$ cat src/rtl/api_frame_deframer_defines.svh
// ---------------------------------------------------------------------------
// API frame deframer assertion macros
// Concurrent assertion helpers, compiled out when SYNTHESIS is defined.
// ---------------------------------------------------------------------------
`ifndef API_FRAME_DEFRAMER_DEFINES_SVH
`define API_FRAME_DEFRAMER_DEFINES_SVH

`ifndef SYNTHESIS
// same-cycle implication, checked on clk, off while in reset
`define AFD_ASSERT_IMP(lbl, ante, cons) \
  lbl: assert property (@(posedge clk) disable iff (!rst_n) (ante) |-> (cons)) \
    else $error("afd assertion failed");
// next-cycle implication
`define AFD_ASSERT_NXT(lbl, ante, cons) \
  lbl: assert property (@(posedge clk) disable iff (!rst_n) (ante) |=> (cons)) \
    else $error("afd assertion failed");
`else
`define AFD_ASSERT_IMP(lbl, ante, cons)
`define AFD_ASSERT_NXT(lbl, ante, cons)
`endif

`endif

$ cat src/rtl/afd_pkg.sv
// ---------------------------------------------------------------------------
// API frame deframer package
// Parser phases, verdict codes and framing constants.
// ---------------------------------------------------------------------------
package afd_pkg;

  localparam logic [7:0]  START_BYTE      = 8'h7E;
  localparam logic [7:0]  SUM_BASE        = 8'hFF;
  localparam logic [15:0] HEADER_AFTER_ID = 16'd4;   // source (2) + strength + options
  localparam int          MAX_PAYLOAD     = 256;
  localparam logic [15:0] MAX_PAYLOAD_W   = 16'(MAX_PAYLOAD);
  localparam logic [7:0]  API_ID_RESET    = 8'h81;

  typedef enum logic [3:0] {
    PH_HUNT   = 4'd0,
    PH_LEN_HI = 4'd1,
    PH_LEN_LO = 4'd2,
    PH_API    = 4'd3,
    PH_SRC_HI = 4'd4,
    PH_SRC_LO = 4'd5,
    PH_RSSI   = 4'd6,
    PH_OPT    = 4'd7,
    PH_DATA   = 4'd8,
    PH_CHECK  = 4'd9
  } phase_t;

  typedef enum logic [2:0] {
    ST_OK        = 3'd0,
    ST_BAD_SUM   = 3'd1,
    ST_ZERO_LEN  = 3'd2,
    ST_WRONG_ID  = 3'd3,
    ST_SHORT     = 3'd4,
    ST_TOO_LONG  = 3'd5
  } status_t;

  localparam logic KIND_PAYLOAD = 1'b0;
  localparam logic KIND_VERDICT = 1'b1;

endpackage

$ cat src/rtl/api_frame_deframer.sv
// ---------------------------------------------------------------------------
// API frame deframer
// Receive parser for radio modem API frames with streaming payload output.
// ---------------------------------------------------------------------------
// One received byte is taken per cycle, back to back, whenever the result
// register is free or is being emptied in the same cycle; the parser state
// machine and the result register together set that rate of one byte per
// clock, and a byte's result is valid in the cycle after it is accepted.
// Payload bytes come out as they arrive, tagged with the frame header; every
// frame that gets past its start byte and length ends with exactly one
// verdict, after which the parser hunts for the next 0x7E. No clearing pass
// is needed after reset. The API identifier register resets to 0x81; the user
// must write it through the cfg port while idle; the block does not check.
`include "api_frame_deframer_defines.svh"

module api_frame_deframer
  import afd_pkg::*;
(
  input  logic        clk,
  input  logic        rst_n,
  // configuration
  input  logic        cfg_valid,
  output logic        cfg_ready,
  input  logic [7:0]  cfg_expected_api_id,
  // received bytes
  input  logic        in_valid,
  output logic        in_ready,
  input  logic [7:0]  in_rx_byte,
  // results
  output logic        out_valid,
  input  logic        out_ready,
  output logic        out_result_kind,
  output logic [7:0]  out_payload_byte,
  output logic [2:0]  out_frame_status,
  output logic [15:0] out_source_address,
  output logic [7:0]  out_signal_strength,
  output logic [7:0]  out_option_bits,
  output logic [8:0]  out_payload_count
);

  phase_t      phase_r, phase_nxt;
  logic [7:0]  api_id_r;
  logic [15:0] frame_len_r, frame_len_nxt;
  logic [15:0] bytes_left_r, bytes_left_nxt;
  logic [7:0]  sum_r, sum_nxt;
  logic [15:0] src_r, src_nxt;
  logic [7:0]  rssi_r, rssi_nxt;
  logic [7:0]  opt_r, opt_nxt;
  logic [8:0]  cnt_r, cnt_nxt;

  logic        out_valid_r;
  logic        out_kind_r, out_kind_nxt;
  logic [7:0]  out_byte_r, out_byte_nxt;
  status_t     out_status_r, out_status_nxt;
  logic [15:0] out_src_r, out_src_nxt;
  logic [7:0]  out_rssi_r, out_rssi_nxt;
  logic [7:0]  out_opt_r, out_opt_nxt;
  logic [8:0]  out_cnt_r, out_cnt_nxt;
  logic        emit;

  logic        in_fire;
  logic [15:0] len_full;
  logic [15:0] api_left;
  logic [15:0] opt_left;
  logic [15:0] data_left;
  logic [7:0]  sum_add;
  logic        len_zero;
  logic        id_bad;
  logic        too_short;
  logic        too_long;

  assign cfg_ready = 1'b1;
  assign in_ready  = !out_valid_r || out_ready;
  assign in_fire   = in_valid && in_ready;

  assign len_full  = {frame_len_r[15:8], in_rx_byte};
  assign api_left  = frame_len_r - 16'd1;
  assign opt_left  = bytes_left_r - HEADER_AFTER_ID;
  assign data_left = bytes_left_r - 16'd1;
  assign sum_add   = sum_r + in_rx_byte;
  assign len_zero  = (len_full == 16'd0);
  assign id_bad    = (in_rx_byte != api_id_r);
  assign too_short = (api_left < HEADER_AFTER_ID);
  assign too_long  = (opt_left > MAX_PAYLOAD_W);

  // next phase
  always_comb begin
    phase_nxt = phase_r;
    case (phase_r)
      PH_LEN_HI: phase_nxt = PH_LEN_LO;
      PH_LEN_LO: phase_nxt = len_zero ? PH_HUNT : PH_API;
      PH_API:    phase_nxt = (id_bad || too_short) ? PH_HUNT : PH_SRC_HI;
      PH_SRC_HI: phase_nxt = PH_SRC_LO;
      PH_SRC_LO: phase_nxt = PH_RSSI;
      PH_RSSI:   phase_nxt = PH_OPT;
      PH_OPT: begin
        if (too_long) begin
          phase_nxt = PH_HUNT;
        end else begin
          phase_nxt = (opt_left == 16'd0) ? PH_CHECK : PH_DATA;
        end
      end
      PH_DATA:   phase_nxt = (data_left == 16'd0) ? PH_CHECK : PH_DATA;
      PH_CHECK:  phase_nxt = PH_HUNT;
      default:   phase_nxt = (in_rx_byte == START_BYTE) ? PH_LEN_HI : PH_HUNT;
    endcase
  end

  // datapath and results
  always_comb begin
    frame_len_nxt  = frame_len_r;
    bytes_left_nxt = bytes_left_r;
    sum_nxt        = sum_r;
    src_nxt        = src_r;
    rssi_nxt       = rssi_r;
    opt_nxt        = opt_r;
    cnt_nxt        = cnt_r;
    emit           = 1'b0;
    out_kind_nxt   = KIND_VERDICT;
    out_byte_nxt   = 8'd0;
    out_status_nxt = ST_OK;
    out_src_nxt    = 16'd0;
    out_rssi_nxt   = 8'd0;
    out_opt_nxt    = 8'd0;
    out_cnt_nxt    = 9'd0;
    case (phase_r)
      PH_LEN_HI: frame_len_nxt = {in_rx_byte, 8'd0};
      PH_LEN_LO: begin
        frame_len_nxt = len_full;
        if (len_zero) begin
          emit           = 1'b1;
          out_status_nxt = ST_ZERO_LEN;
        end
      end
      PH_API: begin
        sum_nxt        = sum_add;
        bytes_left_nxt = api_left;
        if (id_bad) begin
          emit           = 1'b1;
          out_status_nxt = ST_WRONG_ID;
        end else if (too_short) begin
          emit           = 1'b1;
          out_status_nxt = ST_SHORT;
        end
      end
      PH_SRC_HI: begin
        sum_nxt = sum_add;
        src_nxt = {in_rx_byte, 8'd0};
      end
      PH_SRC_LO: begin
        sum_nxt = sum_add;
        src_nxt = {src_r[15:8], in_rx_byte};
      end
      PH_RSSI: begin
        sum_nxt  = sum_add;
        rssi_nxt = in_rx_byte;
      end
      PH_OPT: begin
        sum_nxt        = sum_add;
        opt_nxt        = in_rx_byte;
        bytes_left_nxt = opt_left;
        if (too_long) begin
          emit           = 1'b1;
          out_status_nxt = ST_TOO_LONG;
        end else begin
          cnt_nxt = opt_left[8:0];
        end
      end
      PH_DATA: begin
        sum_nxt        = sum_add;
        bytes_left_nxt = data_left;
        emit           = 1'b1;
        out_kind_nxt   = KIND_PAYLOAD;
        out_byte_nxt   = in_rx_byte;
        out_src_nxt    = src_r;
        out_rssi_nxt   = rssi_r;
        out_opt_nxt    = opt_r;
        out_cnt_nxt    = cnt_r;
      end
      PH_CHECK: begin
        emit           = 1'b1;
        out_status_nxt = (in_rx_byte == (SUM_BASE - sum_r)) ? ST_OK : ST_BAD_SUM;
        out_src_nxt    = src_r;
        out_rssi_nxt   = rssi_r;
        out_opt_nxt    = opt_r;
        out_cnt_nxt    = cnt_r;
      end
      default: begin
        // start byte clears the frame context
        if (in_rx_byte == START_BYTE) begin
          sum_nxt        = 8'd0;
          frame_len_nxt  = 16'd0;
          bytes_left_nxt = 16'd0;
          src_nxt        = 16'd0;
          rssi_nxt       = 8'd0;
          opt_nxt        = 8'd0;
          cnt_nxt        = 9'd0;
        end
      end
    endcase
  end

  always_ff @(posedge clk) begin
    if (!rst_n) begin
      phase_r      <= PH_HUNT;
      api_id_r     <= API_ID_RESET;
      frame_len_r  <= 16'd0;
      bytes_left_r <= 16'd0;
      sum_r        <= 8'd0;
      src_r        <= 16'd0;
      rssi_r       <= 8'd0;
      opt_r        <= 8'd0;
      cnt_r        <= 9'd0;
      out_valid_r  <= 1'b0;
    end else begin
      if (cfg_valid && cfg_ready) begin
        api_id_r <= cfg_expected_api_id;
      end
      if (in_fire) begin
        phase_r      <= phase_nxt;
        frame_len_r  <= frame_len_nxt;
        bytes_left_r <= bytes_left_nxt;
        sum_r        <= sum_nxt;
        src_r        <= src_nxt;
        rssi_r       <= rssi_nxt;
        opt_r        <= opt_nxt;
        cnt_r        <= cnt_nxt;
        out_valid_r  <= emit;
      end else if (out_ready) begin
        out_valid_r <= 1'b0;
      end
    end
  end

  // result payload: load only with a new request
  always_ff @(posedge clk) begin
    if (in_fire && emit) begin
      out_kind_r   <= out_kind_nxt;
      out_byte_r   <= out_byte_nxt;
      out_status_r <= out_status_nxt;
      out_src_r    <= out_src_nxt;
      out_rssi_r   <= out_rssi_nxt;
      out_opt_r    <= out_opt_nxt;
      out_cnt_r    <= out_cnt_nxt;
    end
  end

  assign out_valid           = out_valid_r;
  assign out_result_kind     = out_kind_r;
  assign out_payload_byte    = out_byte_r;
  assign out_frame_status    = out_status_r;
  assign out_source_address  = out_src_r;
  assign out_signal_strength = out_rssi_r;
  assign out_option_bits     = out_opt_r;
  assign out_payload_count   = out_cnt_r;

  `AFD_ASSERT_NXT(a_data_emits, in_fire && phase_r == PH_DATA, out_valid_r && out_kind_r == KIND_PAYLOAD)
  `AFD_ASSERT_NXT(a_check_ends, in_fire && phase_r == PH_CHECK, out_valid_r && out_kind_r == KIND_VERDICT && phase_r == PH_HUNT)
  `AFD_ASSERT_IMP(a_data_bounds, phase_r == PH_DATA, bytes_left_r != 16'd0 && bytes_left_r <= MAX_PAYLOAD_W)
  `AFD_ASSERT_IMP(a_payload_ok, out_valid_r && out_kind_r == KIND_PAYLOAD, out_status_r == ST_OK)

endmodule

$ cat config.mk
export PLATFORM = sky130hd
export DESIGN_NAME = api_frame_deframer
export DESIGN_NICKNAME = d
export VERILOG_FILES = /design/src/rtl/afd_pkg.sv /design/src/rtl/api_frame_deframer.sv
export VERILOG_INCLUDE_DIRS = /design/src /design/src/rtl
export SDC_FILE = /design/constraint.sdc
export NUM_CORES = 1
export LEC_CHECK = 0
export ABC_CLOCK_PERIOD_IN_PS = 12200
export BUFFER_PORTS_ARGS = -buffer_cell sky130_fd_sc_hd__buf_2
export CELL_PAD_IN_SITES_DETAIL_PLACEMENT = 0
export CELL_PAD_IN_SITES_GLOBAL_PLACEMENT = 2
export CORE_MARGIN = 1.5
export CORE_UTILIZATION = 40
export DETAILED_ROUTE_END_ITERATION = 10
export PLACE_DENSITY = 0.95
export SLEW_MARGIN = 20
export SYNTH_ARGS = -nofsm -noshare
export SYNTH_HDL_FRONTEND = slang
export SYNTH_SLANG_ARGS = --single-unit
$ cat constraint.sdc
create_clock -name clk -period 12.2 [get_ports clk]
set_input_delay 0.61 -clock clk [delete_from_list [all_inputs] [get_ports clk]]
set_output_delay 0.61 -clock clk [all_outputs]
set_load 0.05 [all_outputs]
# Yosys cells after proc, flatten, opt, wreduce, memory -nomap -nowiden
# Cells that the tools add are included.
[word_totals] regBits=147 in_bits=21 out_inout_bits=56 elab_cells=113
[op_classes] add_sub_neg=5 magnitude_cmp=2 n_eq_ne=13 n_mux=32 bitwise_logic=8 reduce_logical=34
[ops] cell="16-bit case mux with 3 select lines" count=2
[ops] cell="16-bit case mux with 4 select lines" count=1
[ops] cell="16-bit zero test" count=3
[ops] cell="8-bit case mux with 2 select lines" count=3
[ops] cell="4-bit case mux with 9 select lines" count=1
[ops] cell="16-bit by 1-bit subtractor with 16-bit output, second input constant" count=2
[ops] cell="9-bit two-way mux" count=2
[ops] cell="9-bit case mux with 2 select lines" count=1
[ops] cell="3-bit AND reduction" count=6
[ops] cell="4-bit by 3-bit == test with 1-bit output, second input constant" count=4
[ops] cell="16-bit by 9-bit > comparator with 1-bit output, second input constant" count=1
[ops] cell="16-bit by 3-bit < comparator with 1-bit output, second input constant" count=1
[ops] cell="16-bit two-way mux" count=1
[ops] cell="8-bit OR reduction" count=2
[ops] cell="16-bit by 3-bit subtractor with 16-bit output, second input constant" count=1
[ops] cell="7-bit OR reduction" count=2
[ops] cell="3-bit two-way mux" count=4
[ops] cell="3-bit case mux with 4 select lines" count=1
[ops] cell="4-bit AND reduction" count=3
[ops] cell="2-bit nonzero test" count=6
[ops] cell="6-bit OR reduction" count=2
[ops] cell="1-bit two-way mux" count=11
[ops] cell="8-bit adder" count=1
[ops] cell="4-bit by 2-bit == test with 1-bit output, second input constant" count=2
[ops] cell="19 further kinds" count=31

# Logic depth before layout (Yosys ltp)
# Gate-level depths: netlist of the first run.
[depth] ltp_word=6 mapped_depth=11 mapped_depth_nobuf=9

# Worst setup path before layout of the first run
# Ideal clock, no wire load.
[synth_path] kind="reg-to-reg" from="register bytes_left_r[2]" to="register out_status_r[0], in the netlist out_frame_status[0] (enable)" setup_time_ps=464 arrival_time_ps=4410 required_time_ps=11736 setup_slack_ps=7326 path_stages_with_launch=12 path_buffers=2 synth_period_minus_slack_ps=4874 path_cell_list="dfxtp_1 -> clkbuf_1 -> inv_1 -> ha_1 -> clkbuf_1 -> nor4b_1 -> o2bb2ai_1 -> a211oi_1 -> nor3_1 -> o41a_4 -> a211oi_2 -> nor2_1"
[synth_between] elab_chain_len=5
[synth_lines] element="start, declared" line_no="api_frame_deframer.sv:44" rtl="logic [15:0] bytes_left_r, bytes_left_nxt;"
[synth_lines] element="start signal, assigned" line_no="api_frame_deframer.sv:222" rtl="bytes_left_r <= bytes_left_nxt;"
[synth_lines] element="16-bit by 3-bit subtractor with 16-bit output" line_no="api_frame_deframer.sv:78" rtl="assign opt_left = bytes_left_r - HEADER_AFTER_ID;"
[synth_lines] element="16-bit by 9-bit > comparator with 1-bit output" line_no="api_frame_deframer.sv:84" rtl="assign too_long = (opt_left > MAX_PAYLOAD_W);"
[synth_lines] element="1-bit two-way mux" line_no="api_frame_deframer.sv:162" rtl="if (too_long) begin"
[synth_lines] element="1-bit case mux with 4 select lines" line_no="api_frame_deframer.sv:126" rtl="case (phase_r)"
[synth_lines] element="1-bit logical AND" line_no="api_frame_deframer.sv:237" rtl="if (in_fire && emit) begin"
[synth_lines] element="end signal, assigned" line_no="api_frame_deframer.sv:240" rtl="out_status_r <= out_status_nxt;"
[synth_lines] element="end, declared" line_no="api_frame_deframer.sv:54" rtl="status_t out_status_r, out_status_nxt;"
# Every way passes these cells.
# A chain may end at the register's enable or synchronous reset.

# Final worst setup path of the first run
[layout_path] from="register bytes_left_r[2]" to="register out_cnt_r[4], in the netlist out_payload_count[4] (enable)"
[layout_between] elab_chain_len=5
[layout_lines] element="16-bit by 3-bit subtractor with 16-bit output" line_no="api_frame_deframer.sv:78"
[layout_lines] element="16-bit by 9-bit > comparator with 1-bit output" line_no="api_frame_deframer.sv:84"
[layout_lines] element="1-bit two-way mux" line_no="api_frame_deframer.sv:162"
[layout_lines] element="1-bit case mux with 4 select lines" line_no="api_frame_deframer.sv:126"
[layout_lines] element="1-bit logical AND" line_no="api_frame_deframer.sv:237"
[layout_lines] element="end signal, assigned" line_no="api_frame_deframer.sv:244" rtl="out_cnt_r <= out_cnt_nxt;"
[layout_lines] element="end, declared" line_no="api_frame_deframer.sv:58" rtl="logic [8:0] out_cnt_r, out_cnt_nxt;"
# Every way passes these cells.

==> impl_metrics.py, run 1 <==
metrics = {
    "outcome": {
        "status": "complete, no violations",
    },
    "worst_setup_path": {
        "setup.worst_path.class": "flop to flop",
        "crit_chain": "inv_1 > ha_1 > or4b_1 > nor4_2 > xor2_1 > or3_1 > o41a_4 > a211oi_2 > nor2_4 > buf_4",
        "worst-path-max-fanout": 53,
        "cp_slowest_cell": "or4b_1",
        "path_buf_inv": 2,
        "crit_family": "simple AND/OR/NAND/NOR gates",
        "crit_path_start_kind": "flop",
        "end_kind": "flop",
        "critPathMaxStageDelay_ps": 580,
        "worstPathRequired_ps": 12300,
        "cp.arrival_ps": 4100,
    },
    "layout": {
        "fillerInstances": 1824,
        "syn_to_final_growth_pct": 12.9,
        "final_cell_mix": "dfxtp_1 (94), nand2_1 (91), buf_2 (75), nor2_1 (73), a21oi_1 (65)",
        "register_area_um2": 3470,
        "n_antenna_cell": 0,
        "final_nets": 915,
        "drive_above_1_share_pct": 15.8,
        "multi_input_area_um2": 3830,
        "final_common_cell": "dfxtp_1",
    },
    "place": {
        "gp_congestion": 0.874,
        "hpwl_um": 13300,
        "io_buffers": 75,
    },
    "sta": {
        "final.hold.worst_slack_ps": 417,
        "fin_tns_setup_ps": 0,
        "fin_crit_sh_pct": 32.8,
        "finalClockSkew_ps": 7.79,
        "worstMarginPinSlew_ps": 1030,
        "drv_slew": 0,
        "setup_violations": 0,
        "clock.fmax_mhz": 250,
        "max_slew_margin_pct": 30.9,
        "fin_crit_ps": 4000,
        "hold_viol_final": 0,
        "rsz0062_at_grt": "false",
    },
    "die": {
        "ioPinCount": 77,
        "coreArea_um2": 18800,
        "start_util_pct": 41.0,
        "die_y_um": 142,
        "rows": 50,
        "die-area_um2": 20100,
        "die_w_um": 142,
    },
    "grt": {
        "grt_pass1_wl_um": 32600,
        "grt_overflow_total": 0,
        "antenna_found_initial": 0,
        "grt_max_degree": 82,
        "grt_util_all_layers_pct": 20.5,
        "grt_pass1_vias": 6054,
    },
    "clock_network": {
        "clockRootBuffer": "clkbuf_16",
        "clock-sinks": 147,
        "htreeDepth": 4,
        "cts_buffers": 17,
        "cts_tree": "yes",
        "cts_resized": 0,
        "ctsLongestPathBuffers": 2,
        "clk_latency_ps": 420,
        "cts_setup_buffers": 0,
        "clk_pin_slew_ps": 60,
        "postCtsHoldBufs": 0,
    },
    "route": {
        "vias_per_cell": 5.68,
        "wl_per_cell_um": 17.7,
        "drc": 0,
        "vias": 6408,
        "wl_met1_um": 9580,
        "ant_nets": 0,
        "highest_layer": "met4",
        "wl_met2_um": 9200,
        "drt-initial-drc-count": 460,
        "drtPass1Iterations": 5,
        "dr_wl_met3_um": 939,
        "routed_wl_um": 20000,
    },
    "yosys": {
        "yosys.cell_types.count": 83,
        "synth_edf_count": 53,
        "synthCells": 858,
        "syn_area_um2": 7690,
        "seq_area_frac_synth_pct": 45.1,
        "ys_seq_elements": 147,
        "synth_ff_type": "dfxtp_1",
        "avgSynthCellArea_um2": 8.97,
        "synth_nets": 892,
        "yosys_warnings": 0,
        "async_flop_share_pct": 0,
    },
    "power_and_ir_drop": {
        "peakVddDrop_mv": 0.111,
        "power_leakage_uw": 0.00341,
        "power_density_nw_per_um2": 125,
    },
    "job": {
        "maxCapViolations": 0,
    },
    "min_path": {
        "hold_path_class": "input port to flop",
    },
}
[cell families (layout without fill, tap and decap cells)]
group	after synthesis	count (layout)	synth area share, %
adder cells (fa/ha/maj)	14	14	2.34
AO/OA/AOI/OAI	206	206	18.2
other	1	1	0.0487
XOR/XNOR	36	36	4.10
multiplexers	9	9	1.19
AND/OR/NAND/NOR	352	352	23.7
flip-flops	147	147	45.1
buffers and inverters	93	129	5.25
[synth_stat cells (3+ instances only)]
master | n | area share (%)
nand3b_1 | 4 | 0.39
and2_1 | 15 | 1.2
or2_2 | 10 | 0.81
buf_6 | 5 | 0.73
dfxtp_1 | 94 | 24
buf_2 | 7 | 0.46
and3_1 | 45 | 3.7
nand2b_1 | 6 | 0.49
a211o_1 | 3 | 0.34
ha_1 | 12 | 2.0
nor3_1 | 21 | 1.4
inv_1 | 17 | 0.83
a311oi_1 | 8 | 0.91
o21bai_1 | 3 | 0.29
nand3_1 | 30 | 2.0
clkbuf_1 | 56 | 2.7
nand4_1 | 6 | 0.49
nor2_1 | 75 | 3.7
a211oi_1 | 3 | 0.29
a21oi_1 | 65 | 4.2
xor2_1 | 21 | 2.4
nand2_1 | 91 | 4.4
a32o_1 | 6 | 0.78
a221oi_1 | 4 | 0.46
nor4_1 | 8 | 0.65
mux2i_1 | 8 | 1.0
xnor2_1 | 15 | 1.7
or3_1 | 10 | 0.81
nor3_2 | 4 | 0.52
nor4b_1 | 3 | 0.34
o41ai_1 | 3 | 0.34
edfxtp_1 | 53 | 21
buf_1 | 4 | 0.20
o22ai_1 | 7 | 0.57
a21o_1 | 3 | 0.29
a22oi_1 | 26 | 2.5
a31oi_1 | 5 | 0.41
o21ai_0 | 32 | 2.1
o32ai_1 | 9 | 1.0
[tightest hold or removal path, cell delays in order]
cell and delay [ps]:
buf_2 80, mux2i_1 60, nand2_1 60
[flip-flops by register name, summed over array words and instances, names as in the netlist, 4 cells and up]
name	flops
rssi_r	8
bytes_left_r	16
out_payload_byte	8
frame_len_r	16
sum_r	8
api_id_r	8
cnt_r	9
src_r	16
out_signal_strength	8
out_option_bits	8
out_payload_count	9
phase_r	4
opt_r	8
out_source_address	16
[path summary, 6_finish.rpt]
| kind | from | cells after the start | slack, ps | to |
|---|---|---|---|---|
| setup / recovery | bytes_left_r[2]$_SDFFE_PN0P_ | 10 | 8200 | out_payload_count[4]$_SDFFCE_PN0P_ |
| setup reg to reg | bytes_left_r[2]$_SDFFE_PN0P_ | 10 | 8200 | out_payload_count[4]$_SDFFCE_PN0P_ |
| hold reg to reg | src_r[6]$_SDFFE_PN0P_ | 2 | 450 | src_r[6]$_SDFFE_PN0P_ |
| hold / removal | cfg_expected_api_id[0] | 3 | 420 | api_id_r[0]$_SDFFE_PN1P_ |
[stage by stage]
| stage | instances | worst slack [ps] | cell area [µm²] | util, % | total power [µW] |
|---|---|---|---|---|---|
| 2_1_floorplan | 858 | 7330 | 7690 | - | 538 |
| 3_3_place_gp | 1096 | 8320 | 8070 | 43.0 | 548 |
| 3_5_place_dp | 1096 | 8240 | 8070 | 43.0 | 548 |
| 4_1_cts | 1128 | 8210 | 8680 | 46.3 | 1090 |
| 5_1_grt | 1128 | 7940 | 8680 | 46.3 | 1110 |
| 6_report | 1128 | 8200 | 8680 | 46.3 | 1080 |
[cell type report]
cell class / instances / area share, %
Inverter: 18 / 0.792
Clock inverter: 12 / 1.96
Timing Repair Buffer: 79 / 4.67
Multi-Input combinational cell: 618 / 44.1
Tap cell: 234 / 3.37
Sequential cell: 147 / 40.0
Clock buffer: 20 / 5.14
[layer usage]
layer	GRT usage [%]	vias to the layer above
met1	29.1	3047
li1	-	3160
met4	5.53	0
met3	2.87	20
met5	0	-
met2	32.8	181
[where the power goes]
| group | internal [µW] | switching [µW] | total [µW] |
|---|---|---|---|
| clock | 332 | 214 | 546 |
| combinational | 8.27 | 22.3 | 30.5 |
| sequential | 506 | 1.10 | 507 |
| total | 846 | 238 | 1080 |
Note: power is estimated with default switching activity, not from simulation.
==> inputs of run 2 (changes only) <==
Settings changed: ABC_CLOCK_PERIOD_IN_PS 12200 to 4100, CORE_UTILIZATION 40 to 37, PLACE_DENSITY 0.95 to 0.89.
Clock period 12.2 ns to 4.1 ns, I/O delays scaled along.
==> run 2 against run 1 <==
Effect of this change: total power grew to 3.0 times the previous value; via count grew 0.20%; largest power group unchanged; sequential cell count is the same; global-route usage shrank 1.5 points; largest cell class unchanged.
==> impl_metrics.py, run 2 (synthesized netlist as in run 1, its figures left out) <==
metrics = {
    "sta": {
        "fin_crit_sh_pct": 88.5,
        "clock.fmax_mhz": 275,
        "worstMarginPinSlew_ps": 1050,
        "finalClockSkew_ps": 8.98,
        "rsz0062_at_grt": "false",
        "max_slew_margin_pct": 29.5,
        "fin_crit_ps": 3630,
        "fin_tns_setup_ps": 0,
        "finalWorstSetupSlack_ps": 470,
        "setup_violations": 0,
        "drv_slew": 0,
        "hold_viol_final": 0,
    },
    "die": {
        "die-area_um2": 21700,
        "ioPinCount": 77,
        "start_util_pct": 37.9,
        "coreArea_um2": 20300,
        "rows": 52,
        "die_w_um": 147,
        "die_y_um": 147,
    },
    "power_and_ir_drop": {
        "power_density_nw_per_um2": 373,
        "power_leakage_uw": 0.00346,
        "clkPwrFrac_pct": 51.4,
        "peakVddDrop_mv": 0.279,
        "p_seq_share_pct": 45.9,
        "internal_power_uw": 2580,
        "p_comb_share_pct": 2.8,
        "switching_share_pct": 21.5,
        "total_power_uw": 3290,
        "p_sw_uw": 706,
    },
    "route": {
        "vias": 6421,
        "wl_per_cell_um": 17.3,
        "drt-initial-drc-count": 416,
        "drc": 0,
        "routed_wl_um": 20200,
        "ant_nets": 0,
        "drtPass1Iterations": 5,
        "vias_per_cell": 5.48,
    },
    "worst_setup_path": {
        "setup.worst_path.class": "flop to flop",
        "crit_path_start_kind": "flop",
        "cp.arrival_ps": 3720,
        "startpoint": "bytes_left_r[3]$_SDFFE_PN0P_",
        "reg2reg_from": "bytes_left_r[3]$_SDFFE_PN0P_",
        "worstPathRequired_ps": 4190,
        "reg2reg_slack_ps": 470,
        "worstReg2RegEnd": "out_option_bits[1]$_SDFFCE_PN0P_",
        "worst-path-max-fanout": 53,
        "worst-r2r-cell-count": 10,
        "end_kind": "flop",
        "crit_end": "out_option_bits[1]$_SDFFCE_PN0P_",
    },
    "place": {
        "gp_congestion": 0.893,
        "place_area_um2": 8170,
        "pre_cts_slack_ps": 485,
        "io_buffers": 75,
        "hpwl_um": 13800,
    },
    "clock_network": {
        "cts_resized": 0,
        "cts_buffers": 17,
        "htreeDepth": 4,
        "clk_latency_ps": 420,
        "clockRootBuffer": "clkbuf_16",
        "cts_setup_buffers": 0,
        "clk_pin_slew_ps": 60,
        "ctsLongestPathBuffers": 2,
        "cts_tree": "yes",
        "postCtsHoldBufs": 0,
        "clock-sinks": 147,
    },
    "layout": {
        "finalInstanceArea_um2": 8800,
        "fillerInstances": 2056,
        "n_antenna_cell": 0,
        "multi_input_area_um2": 3830,
        "register_area_um2": 3470,
        "syn_to_final_growth_pct": 14.4,
        "drive_above_1_share_pct": 16.4,
        "final_common_cell": "dfxtp_1",
        "final_cell_mix": "dfxtp_1 (94), nand2_1 (91), buf_2 (75), nor2_1 (73), a21oi_1 (65)",
        "final_nets": 922,
    },
    "grt": {
        "grtUsageMet1_pct": 26.9,
        "antenna_found_initial": 0,
        "grt_busiest_layer": "met2",
        "gr-usage-met3_pct": 2.92,
        "grt_max_degree": 72,
        "grt_pass1_wl_um": 32600,
        "grt_overflow_total": 0,
        "grt_util_all_layers_pct": 19.1,
        "grt_use_met2_pct": 29.5,
        "grt_pass1_vias": 5912,
    },
    "job": {
        "maxCapViolations": 0,
    },
    "outcome": {
        "status": "complete, no violations",
    },
    "min_path": {
        "hold_path_class": "input port to flop",
    },
}
-- run 2: cell count changes in the layout (fill, tap and decap cells not counted), sizes merged --
cell and delta:
buf +7, clkinv -2, inv +2, bufinv +1, clkinvlp -1
-- run 2: metal layers --
layer	part of all wire, %	up-vias	wire [µm]
li1	-	3181	-
met1	49	3056	9910
met2	45	162	9110
met3	4.1	22	839
met4	1.8	0	355
met5	0	-	0
-- run 2: power by group through the flow --
| stage | clock network (µW) | logic [µW] | registers [µW] |
|---|---|---|---|
| detailed placement | 0 | 91.1 | 1540 |
| global route | 1770 | 99.4 | 1510 |
| finish | 1690 | 90.5 | 1510 |
| floorplan | 0 | 61.0 | 1540 |
| global placement | 0 | 91.8 | 1540 |
| CTS | 1720 | 91.3 | 1510 |
-- run 2: final cells by class --
cell class | count | area share (%)
repair buffers | 86 | 5.20
well taps | 270 | 3.84
flip-flops and latches | 147 | 39.4
clock buffers | 20 | 5.07
clock inverters | 12 | 2.19
multi-input cells | 618 | 43.5
inverters | 18 | 0.782
-- run 2: worst min path at each step --
stage	end	from	slack (ps)	cells after the start
finish	api_id_r[7]$_SDFFE_PN1P_	cfg_expected_api_id[7]	20	3
global route	api_id_r[7]$_SDFFE_PN1P_	cfg_expected_api_id[7]	20	3
CTS	api_id_r[7]$_SDFFE_PN1P_	cfg_expected_api_id[7]	0.5	3
detailed placement	src_r[3]$_SDFFE_PN0P_	src_r[3]$_SDFFE_PN0P_	440	2
global placement	src_r[7]$_SDFFE_PN0P_	src_r[7]$_SDFFE_PN0P_	440	2
floorplan	api_id_r[0]$_SDFFE_PN1P_	cfg_expected_api_id[0]	330	2
-- run 2: through the flow --
| step | cells | hold WS [ps] | utilization (%) |
|---|---|---|---|
| 2_1_floorplan | 858 | 334 | - |
| 3_3_place_gp | 1139 | 435 | 40.2 |
| 4_1_cts | 1171 | 0.538 | 43.4 |
| 5_1_grt | 1171 | 16.1 | 43.4 |
| 3_5_place_dp | 1139 | 441 | 40.2 |
| 6_report | 1171 | 18.7 | 43.4 |
-- run 2: worst max-delay path: stages, from the launching register on --
cell and delay (ps):
dfxtp_1 390, inv_1 120, ha_1 160, or4b_1 550, nor4_2 380, xor2_1 100, or3_1 400, o41a_4 520
a211oi_2 270, nor2_4 40, buf_4 330
